`src/sv/mpgpio_pkg.sv`:
```
// ----------------------------------------------------------------------------
// mpgpio_pkg
// Shared types, register offsets and the pin count table for the multi-port
// GPIO register block.
// ----------------------------------------------------------------------------
package mpgpio_pkg;

    localparam int NUM_PORTS_DEF = 10;
    localparam int PORT_MAX      = 16;
    localparam int PORT_WIDTH    = 32;
    localparam int DATA_W        = 32;
    localparam int OFS_W         = 10;
    localparam int PORT_IDX_W    = 4;
    localparam int REG_OFS_W     = 6;
    localparam int CNT_W         = 6;

    typedef logic [REG_OFS_W-1:0] reg_ofs_t;

    localparam reg_ofs_t R_DAT = 6'h00;
    localparam reg_ofs_t R_DOE = 6'h04;
    localparam reg_ofs_t R_FS0 = 6'h08;
    localparam reg_ofs_t R_FS1 = 6'h0c;
    localparam reg_ofs_t R_RPU = 6'h30;
    localparam reg_ofs_t R_RPD = 6'h34;
    localparam reg_ofs_t R_DV0 = 6'h38;
    localparam reg_ofs_t R_DV1 = 6'h3c;

    typedef enum logic
    {
        OP_READ  = 1'b0,
        OP_WRITE = 1'b1
    } op_t;

    localparam logic [CNT_W-1:0] PIN_COUNTS [PORT_MAX] = '{
        6'd13, 6'd24, 6'd20, 6'd8, 6'd20, 6'd6, 6'd24, 6'd8,
        6'd29, 6'd11, 6'd32, 6'd32, 6'd32, 6'd32, 6'd32, 6'd32
    };

    typedef struct packed
    {
        logic [DATA_W-1:0] pin_levels;
        logic [DATA_W-1:0] write_data;
        logic [OFS_W-1:0]  offset;
        op_t               operation;
    } req_t;

    typedef struct packed
    {
        logic [DATA_W-1:0] pulldown_mask;
        logic [DATA_W-1:0] pullup_mask;
        logic [DATA_W-1:0] drive_enable;
        logic [DATA_W-1:0] drive_value;
        logic [DATA_W-1:0] read_data;
        logic              unmapped;
    } res_t;

    function automatic logic [DATA_W-1:0] pin_mask(input logic [PORT_IDX_W-1:0] port);
        logic [CNT_W-1:0]  n;
        logic [DATA_W-1:0] m;
        n = PIN_COUNTS[port];
        if (n > CNT_W'(PORT_WIDTH))
        begin
            n = CNT_W'(PORT_WIDTH);
        end
        if (n >= CNT_W'(DATA_W))
        begin
            m = '1;
        end
        else
        begin
            m = (DATA_W'(1) << n) - DATA_W'(1);
        end
        return m;
    endfunction

endpackage

```
`src/sv/multi_port_gpio_registers.sv`:
```
// ----------------------------------------------------------------------------
// multi_port_gpio_registers
// Register file of a GPIO block with data, output-enable, pull and drive
// strength registers per port, reporting the addressed port's pin drive.
// ----------------------------------------------------------------------------
// One bus access enters per cycle while s_tready is high; its result word passes
// through the input register, then decode, register file read and update and
// the drive masks in one pass into the result register.
// The block sustains one word per clock whenever the result side is ready.
// Drive fields reflect the port state after the access has taken effect.
// ----------------------------------------------------------------------------
module multi_port_gpio_registers
#(
    parameter int NUM_PORTS = mpgpio_pkg::NUM_PORTS_DEF
)
(
    input  logic         clk,
    input  logic         rst_n,
    input  logic         s_tvalid,
    output logic         s_tready,
    input  logic [79:0]  s_tdata,   // offset, write_data, pin_levels
    input  logic         s_tuser,   // operation
    output logic         m_tvalid,
    input  logic         m_tready,
    output logic [159:0] m_tdata,   // read_data, drive_value, drive_enable,
                                    // pullup_mask, pulldown_mask
    output logic         m_tuser    // unmapped
);
    import mpgpio_pkg::*;

    localparam int PIDX_W = (NUM_PORTS > 1) ? $clog2(NUM_PORTS) : 1;

    logic              in_valid_reg;
    req_t              in_req_reg;
    logic              out_valid_reg;
    logic              out_valid_next;
    res_t              out_res_reg;
    res_t              out_res_next;
    logic              advance;

    logic [DATA_W-1:0] dat_reg [NUM_PORTS];
    logic [DATA_W-1:0] doe_reg [NUM_PORTS];
    logic [DATA_W-1:0] rpu_reg [NUM_PORTS];
    logic [DATA_W-1:0] rpd_reg [NUM_PORTS];
    logic [DATA_W-1:0] dv0_reg [NUM_PORTS];
    logic [DATA_W-1:0] dv1_reg [NUM_PORTS];

    logic [PORT_IDX_W-1:0] port;
    reg_ofs_t              reg_ofs;
    logic                  port_ok;
    logic [PIDX_W-1:0]     idx;
    logic                  is_wr;
    logic [DATA_W-1:0]     mask;
    logic [DATA_W-1:0]     dat_cur;
    logic [DATA_W-1:0]     doe_cur;
    logic [DATA_W-1:0]     rpu_cur;
    logic [DATA_W-1:0]     rpd_cur;
    logic [DATA_W-1:0]     dat_new;
    logic [DATA_W-1:0]     doe_new;
    logic [DATA_W-1:0]     rpu_new;
    logic [DATA_W-1:0]     rpd_new;
    logic                  wr_dat;
    logic                  wr_doe;
    logic                  wr_rpu;
    logic                  wr_rpd;
    logic                  wr_dv0;
    logic                  wr_dv1;

    assign advance  = in_valid_reg && (!out_valid_reg || m_tready);
    assign s_tready = !in_valid_reg || advance;

    // input register
    always_ff @(posedge clk or negedge rst_n)
    begin
        if (!rst_n)
        begin
            in_valid_reg <= 1'b0;
        end
        else if (s_tready)
        begin
            in_valid_reg <= s_tvalid;
        end
    end

    always_ff @(posedge clk)
    begin
        if (s_tvalid && s_tready)
        begin
            in_req_reg.operation  <= op_t'(s_tuser);
            in_req_reg.offset     <= s_tdata[9:0];
            in_req_reg.write_data <= s_tdata[41:10];
            in_req_reg.pin_levels <= s_tdata[73:42];
        end
    end

    // decode
    assign port    = in_req_reg.offset[OFS_W-1:REG_OFS_W];
    assign reg_ofs = in_req_reg.offset[REG_OFS_W-1:0];
    assign port_ok = {1'b0, port} < (PORT_IDX_W + 1)'(NUM_PORTS);
    assign idx     = port_ok ? port[PIDX_W-1:0] : '0;
    assign is_wr   = (in_req_reg.operation == OP_WRITE);
    assign mask    = pin_mask(port);

    assign dat_cur = dat_reg[idx];
    assign doe_cur = doe_reg[idx];
    assign rpu_cur = rpu_reg[idx];
    assign rpd_cur = rpd_reg[idx];

    always_comb
    begin
        wr_dat       = 1'b0;
        wr_doe       = 1'b0;
        wr_rpu       = 1'b0;
        wr_rpd       = 1'b0;
        wr_dv0       = 1'b0;
        wr_dv1       = 1'b0;
        out_res_next = '0;
        if (!port_ok)
        begin
            out_res_next.unmapped = 1'b1;
        end
        else
        begin
            unique case (reg_ofs) inside
                R_DAT:
                begin
                    wr_dat = is_wr;
                    out_res_next.read_data = (dat_cur & doe_cur)
                        | (in_req_reg.pin_levels & mask & ~doe_cur);
                end
                R_DOE:
                begin
                    wr_doe = is_wr;
                    out_res_next.read_data = doe_cur;
                end
                R_FS0, R_FS1:
                begin
                    out_res_next.read_data = '0;
                end
                R_RPU:
                begin
                    wr_rpu = is_wr;
                    out_res_next.read_data = rpu_cur;
                end
                R_RPD:
                begin
                    wr_rpd = is_wr;
                    out_res_next.read_data = rpd_cur;
                end
                R_DV0:
                begin
                    wr_dv0 = is_wr;
                    out_res_next.read_data = dv0_reg[idx];
                end
                R_DV1:
                begin
                    wr_dv1 = is_wr;
                    out_res_next.read_data = dv1_reg[idx];
                end
                default:
                begin
                    out_res_next.unmapped = 1'b1;
                end
            endcase
        end
        if (is_wr)
        begin
            out_res_next.read_data = '0;
        end

        // drive as seen after this access
        dat_new = wr_dat ? in_req_reg.write_data : dat_cur;
        doe_new = wr_doe ? in_req_reg.write_data : doe_cur;
        rpu_new = wr_rpu ? in_req_reg.write_data : rpu_cur;
        rpd_new = wr_rpd ? in_req_reg.write_data : rpd_cur;
        if (port_ok)
        begin
            out_res_next.drive_value   = dat_new & mask;
            out_res_next.drive_enable  = doe_new & mask;
            out_res_next.pulldown_mask = rpd_new & ~doe_new & mask;
            out_res_next.pullup_mask   = rpu_new & ~rpd_new & ~doe_new & mask;
        end
    end

    // port register file
    always_ff @(posedge clk or negedge rst_n)
    begin
        if (!rst_n)
        begin
            for (int i = 0; i < NUM_PORTS; i++)
            begin
                dat_reg[i] <= '0;
                doe_reg[i] <= '0;
                rpu_reg[i] <= '0;
                rpd_reg[i] <= '0;
                dv0_reg[i] <= '0;
                dv1_reg[i] <= '0;
            end
        end
        else if (advance)
        begin
            if (wr_dat)
            begin
                dat_reg[idx] <= in_req_reg.write_data;
            end
            if (wr_doe)
            begin
                doe_reg[idx] <= in_req_reg.write_data;
            end
            if (wr_rpu)
            begin
                rpu_reg[idx] <= in_req_reg.write_data;
            end
            if (wr_rpd)
            begin
                rpd_reg[idx] <= in_req_reg.write_data;
            end
            if (wr_dv0)
            begin
                dv0_reg[idx] <= in_req_reg.write_data;
            end
            if (wr_dv1)
            begin
                dv1_reg[idx] <= in_req_reg.write_data;
            end
        end
    end

    // result register
    always_comb
    begin
        if (advance)
        begin
            out_valid_next = 1'b1;
        end
        else if (m_tready)
        begin
            out_valid_next = 1'b0;
        end
        else
        begin
            out_valid_next = out_valid_reg;
        end
    end

    always_ff @(posedge clk or negedge rst_n)
    begin
        if (!rst_n)
        begin
            out_valid_reg <= 1'b0;
        end
        else
        begin
            out_valid_reg <= out_valid_next;
        end
    end

    always_ff @(posedge clk)
    begin
        if (advance)
        begin
            out_res_reg <= out_res_next;
        end
    end

    assign m_tvalid = out_valid_reg;
    assign m_tdata  = {out_res_reg.pulldown_mask, out_res_reg.pullup_mask,
                       out_res_reg.drive_enable, out_res_reg.drive_value,
                       out_res_reg.read_data};
    assign m_tuser  = out_res_reg.unmapped;

endmodule
```
`config.mk`:
```
export PLATFORM = sky130hd
export DESIGN_NAME = multi_port_gpio_registers
export DESIGN_NICKNAME = d
export VERILOG_FILES = /design/src/sv/mpgpio_pkg.sv /design/src/sv/multi_port_gpio_registers.sv
export SDC_FILE = /design/constraint.sdc
export NUM_CORES = 2
export LEC_CHECK = 0
export ABC_CLOCK_PERIOD_IN_PS = 5490
export BUFFER_PORTS_ARGS = -buffer_cell sky130_fd_sc_hd__buf_2
export CORE_ASPECT_RATIO = 2
export CORE_MARGIN = 5
export CORE_UTILIZATION = 45
export DETAILED_ROUTE_END_ITERATION = 6
export GPL_TIMING_DRIVEN = 0
export PLACE_DENSITY_LB_ADDON = 0.15
export REMOVE_ABC_BUFFERS = 1
export SYNTH_ARGS = -nofsm -noshare
export SYNTH_HDL_FRONTEND = slang
export SYNTH_SLANG_ARGS = --single-unit
```
`constraint.sdc`:
```
create_clock -name clk -period 5.49 [get_ports clk]
set_input_delay 0.549 -clock clk [delete_from_list [all_inputs] [get_ports clk]]
set_output_delay 0.549 -clock clk [all_outputs]
set_load 0.02 [all_outputs]
```
Word-level counts from Yosys, hierarchy flattened
Memory sizes are Yosys's and may differ from the RTL's.
Index checks and enable logic that the tools add are counted.
{ "word_totals": {"reg_bits": 2158, "rom_bits": 96, "inputBits": 85, "output_inout_bits": 163, "word_cells": 173, "n_memories": 1} }
{ "memory_table": {"columns": ["memory", "words", "width", "rd", "rd_clocked_by_memory_dff", "write_ports", "line", "text"], "rows": [
  ["(name not given)", 16, 6, 1, 0, 0, "mpgpio_pkg.sv:60", "n = PIN_COUNTS[port];"]
]} }
{ "op_classes": {"addsub": 1, "magnitude_cmp": 6, "n_eq_ne": 7, "n_shift": 1, "muxes": 51, "bitwise": 17, "n_reduce_logical": 17} }
{ "ops": {"columns": ["cell", "count"], "rows": [
  ["bitwise mux 320 bit", 6],
  ["binary-select mux 32 bit (select 4 bit)", 6],
  ["2-to-1 mux 32 bit", 18],
  ["AND 32 bit", 10],
  ["case mux 32 bit (6 select lines)", 1],
  ["demux 32 bit (select 4 bit)", 1],
  ["inverter 32 bit", 3],
  ["bitwise OR 32 bit", 1],
  ["<< shifter 1 x 6 -> 32 bit (first input constant)", 1],
  ["subtractor 32 x 2 -> 32 bit (second input constant)", 1],
  ["== test 6 bit (second input constant)", 4],
  ["2-to-1 mux 6 bit", 3],
  ["2-to-1 mux 1 bit", 15],
  ["== test 6 x 4 -> 1 bit (second input constant)", 2],
  ["AND reduction 2 bit", 6],
  [">= comparator 5 bit (second input constant)", 2],
  ["inverter 4 -> 5 bit", 2],
  ["OR reduction 8 bit", 1],
  ["== test 6 x 3 -> 1 bit (second input constant)", 1],
  [">= comparator 6 bit (second input constant)", 1],
  ["greater-than comparator 6 bit (second input constant)", 1],
  ["zero test 6 bit", 1],
  ["< comparator 5 x 1 -> 1 bit (second input constant)", 1],
  ["< comparator 4 bit (second input constant)", 1],
  ["other kinds (7)", 11]
]} }

Longest topological paths before layout
{ "logic_depth": {"word_depth": 13, "depth_mapped": 18, "mapped_depth_nobuf": 13} }

Least setup slack after synthesis
No wires, ideal clock.
{ "synth_timing": {"path_kind": "input-to-reg", "from": "input port m_tready", "to": "register rpd_reg[100] (netlist name)", "setup_time_ns": 0.125, "arrival_ns": 6.096, "required_ns": 5.365, "path_slack_ns": -0.731, "path_stages": 8, "cell_sequence": "nand2b_1 and2_1 and3_1 buf_2 nand3_1 nor2_1 buf_2 mux2_2"} }
{ "synth_between": {"elab_chain_cells": 3} }
{ "synth_rtl": {"columns": ["element", "line", "text"], "rows": [
  ["start: declaration", "multi_port_gpio_registers.sv:24", "input logic m_tready,"],
  ["logical OR 1 bit", "multi_port_gpio_registers.sv:69", "assign advance = in_valid_reg && (!out_valid_reg || m_tready);"],
  ["logical AND 1 bit", "multi_port_gpio_registers.sv:69", null],
  ["via advance", "multi_port_gpio_registers.sv:39", "logic advance;"],
  ["AND reduction 2 bit (no source line)", null, null],
  ["end signal: indexed assignment", "multi_port_gpio_registers.sv:216", "rpd_reg[idx] <= in_req_reg.write_data;"],
  ["end: declaration", "multi_port_gpio_registers.sv:44", "logic [DATA_W-1:0] rpd_reg [NUM_PORTS];"]
]} }
The timed path passes the listed nets, and every way through them passes these cells.
A chain may end at the register's enable or synchronous reset.

Final worst setup path
{ "layout_timing": {"from": "register in_req_reg[10] (netlist name)", "to": "register out_res_reg (netlist bit m_tdata[28]), data pin"} }
{ "layout_between": {"elab_chain_cells": 13, "word_cells_on_any_way": 39} }
{ "layout_rtl": {"columns": ["element", "line", "text"], "rows": [
  ["start: declaration", "multi_port_gpio_registers.sv:34", "req_t in_req_reg;"],
  ["inverter 4 -> 5 bit (not written as such)", "mpgpio_pkg.sv:60", null],
  ["memory read (16 x 6 bit)", null, null],
  ["2-to-1 mux 6 bit (not written as such) (2 in series)", "mpgpio_pkg.sv:60", null],
  ["greater-than comparator 6 bit", "mpgpio_pkg.sv:61", "if (n > CNT_W'(PORT_WIDTH))"],
  ["2-to-1 mux 6 bit", "mpgpio_pkg.sv:61", null],
  ["<< shifter 1 x 6 -> 32 bit", "mpgpio_pkg.sv:71", "m = (DATA_W'(1) << n) - DATA_W'(1);"],
  ["subtractor 32 x 2 -> 32 bit", "mpgpio_pkg.sv:71", null],
  ["2-to-1 mux 32 bit", "mpgpio_pkg.sv:65", "if (n >= CNT_W'(DATA_W))"],
  ["AND 32 bit (2 in series)", "multi_port_gpio_registers.sv:129", "| (in_req_reg.pin_levels & mask & ~doe_cur);"],
  ["bitwise OR 32 bit", "multi_port_gpio_registers.sv:129", null],
  ["case mux 32 bit (6 select lines)", "multi_port_gpio_registers.sv:124", "unique case (reg_ofs) inside"],
  ["end signal: assignment", "multi_port_gpio_registers.sv:262", "out_res_reg <= out_res_next;"],
  ["end: declaration", "multi_port_gpio_registers.sv:37", "res_t out_res_reg;"]
]} }
Several ways; a longest one is shown, not always the timed one. The select of a mux whose other input is x is not followed.

==> results_dict.tcl <==
set metrics [dict create \
    drive_above_1_share 0.400 \
    final_nets 7768 \
    period_share 1.05 \
    grt_overflow 0 \
    fin_worst_hold_slack_ns 0.000748 \
    reg2reg_slack_ns -0.30 \
    numPortBuffers 241 \
    synth_cell_types 101 \
    setup_ws_ns -0.296 \
    rr_worst_depth 8 \
    fin_skew_ns 0.0356 \
    yosys_most_used_dff "dfrtp_1" \
    tritoncts "built" \
    cp.arrival_ns 6.36 \
    crit_path_start "in_req_reg[10]" \
    r2r-end "m_tdata[28]" \
    hold_viol 0 \
    slew_headroom -0.0437 \
    initialDrtViolationCount 8158 \
    routed_wl_um 404000 \
    wl_per_cell_um 37.9 \
    cp.required_ns 6.06 \
    clock-root-buffer "clkbuf_16" \
    core.rowCount 242 \
    core_area_um2 217000 \
    grt_max_degree 177 \
    ys_warn_count 0 \
    yosysSeqAreaShare 0.564 \
    dp_hpwl_um 277000 \
    violations "max-capacitance violations, max-slew violations, negative setup slack" \
    worst_pin_slew_ns 1.56 \
    clk_latency_ns 0.90 \
    fill_cells 18080 \
    start_util 0.451 \
    holdCritPathClass "in -> reg" \
    placed_area_um2 108000 \
    num_io_pins 248 \
    postSynthCellCount 7514 \
    grt_pass1_wl_um 563000 \
    antenna_found_initial 42 \
    endpoint "m_tdata[28]" \
    setup_viol 55 \
    crit_path_end_kind "register" \
    fp.dieW_um 340 \
    yosys_register_bits 2158 \
    vias 71185 \
    ys_async_sr_fraction 0.891 \
    die_h_um 670 \
    final_cell_mix "1922 x dfrtp_1, 1893 x mux2_2, 349 x nor2_1" \
    final_area_um2 116000 \
    leakagePower_uw 0.0536 \
    area_growth_pct 19.0 \
    fmax_mhz 173 \
    routed_via_density 6.67 \
    vdd_drop_max_mv 0.248 \
    die_area_um2 228000 \
    clk_pin_slew_worst_paths_ns 0.07 \
    grt_setup_unrepaired "false" \
    period_minus_slack_ns 5.79 \
    final_antenna_net_count 0 \
    cts.sink_count 2158 \
    avgSynthCellArea_um2 13.0 \
    seqCellArea_um2 55200 \
    path_class "reg -> reg" \
    cts_htree_levels 4 \
    multi_input_area_um2 40900 \
    drv_cap 3 \
    final-max-slew-violation-count 17 \
    run_status "finished with violations" \
    syn-cell-area_um2 97900 \
    clockBufferDepth 4 \
    gp_congestion 0.978 \
    rr_startpoint "in_req_reg[10]" \
    drcViolationCount 0 \
    crit_fanout 17 \
    grt_pass1_vias 71579 \
    power.density_nw_per_um2 298 \
    worst_setup_path_start_kind "register" \
    synth-edff-count 236 \
    pre_cts_ws_ns -1.65 \
    layout_commonest_cell "dfrtp_1" \
    cts_buffers 201 \
    drt-pass1-iter-count 6 \
    grtUsageTotal 0.346 \
]
==> through the flow <==
step | instances | utilization | total power [µW] | TNS (ns)
after floorplan | 6760 | - | 18000 | -5024.50
after global placement | 9807 | 0.457 | 19800 | -
after detailed placement | 10167 | 0.497 | 20200 | -121.59
after CTS | 10635 | 0.536 | 34800 | 0
after global routing | 10643 | 0.537 | 35500 | 0
final | 10666 | 0.537 | 34700 | -2.96
==> worst min path at each step <==
stage	cells past startpoint	startpoint	slack [ns]	to
global route	1	s_tdata[36]	0.03	in_req_reg[37]
floorplan	0	rst_n	0.25	dat_reg[0]
global placement	1	dv1_reg[94]	0.46	dv1_reg[94]
detailed placement	1	dv1_reg[73]	0.47	dv1_reg[73]
CTS	1	s_tdata[36]	0.01	in_req_reg[37]
finish	1	s_tdata[36]	0.0007	in_req_reg[37]
==> critical path, cell delays in order (launching register included) <==
cell	delay, ns
edfxtp_1	0.79
buf_16	0.25
clkinv_1	1.04
nand2_1	1.26
o22ai_1	0.23
nor3_1	0.89
o2bb2ai_1	0.33
o41ai_1	0.33
o21ai_1	0.27
==> synth_stat cells, types with 41 or more instances <==
library cell,count,area share
mux2i_1,126,0.013
buf_4,58,0.0044
buf_2,272,0.014
a22o_1,41,0.0037
buf_1,56,0.0021
or3_1,43,0.0027
a21oi_1,201,0.010
a222oi_1,67,0.0069
a32oi_1,51,0.0046
o22ai_1,202,0.013
mux2_2,1893,0.22
o21ai_0,213,0.011
clkbuf_1,360,0.014
nand3_1,48,0.0025
edfxtp_1,236,0.072
nand2_1,170,0.0065
a22oi_1,197,0.015
mux2_1,93,0.011
nor2_1,418,0.016
nor3_1,108,0.0055
dfrtp_1,1922,0.49
==> logic make-up after synthesis <==
family | Yosys count | synth area share
flip-flops | 2158 | 0.564
other | 1 | 0.0000383
AND/OR/NAND/NOR | 1015 | 0.0505
buffers and inverters | 769 | 0.0360
multiplexers | 2118 | 0.243
XOR/XNOR | 8 | 0.000716
AO/OA/AOI/OAI | 1441 | 0.106
adder cells (fa/ha/maj) | 4 | 0.000511
==> final cells by class <==
cell class,instances,area share
clock inverters,49,0.00468
clock buffers,309,0.0525
inverters,12,0.000387
multi-input cells,4594,0.351
flip-flops and latches,2158,0.474
well taps,2806,0.0302
repair buffers,712,0.0868
diodes,26,0.000559
==> layer usage <==
metal	up-vias	track usage	part of all wire
li1	28273	-	-
met1	37313	0.422	0.36
met2	4191	0.534	0.45
met3	1396	0.0779	0.088
met4	12	0.270	0.099
met5	-	0	0.00020
==> report_power, final <==
group          switching [µW]  total [µW]  internal [µW]
registers                 206       16600          16400
clock network            6370       14500           8120
logic                    2520        3620           1100
total                    9090       34700          25600
==> what timing repair did <==
action                                  4_1_cts  5_1_grt
pin swaps                                    16        6
cloned                                        4        2
gates resized for setup                     117       15
endpoints found under the setup margin      361       28
hold buffers                                 78        0
setup buffers                                29        3
hold endpoints to repair                    204        0
Power figures use the tool's default switching activity.
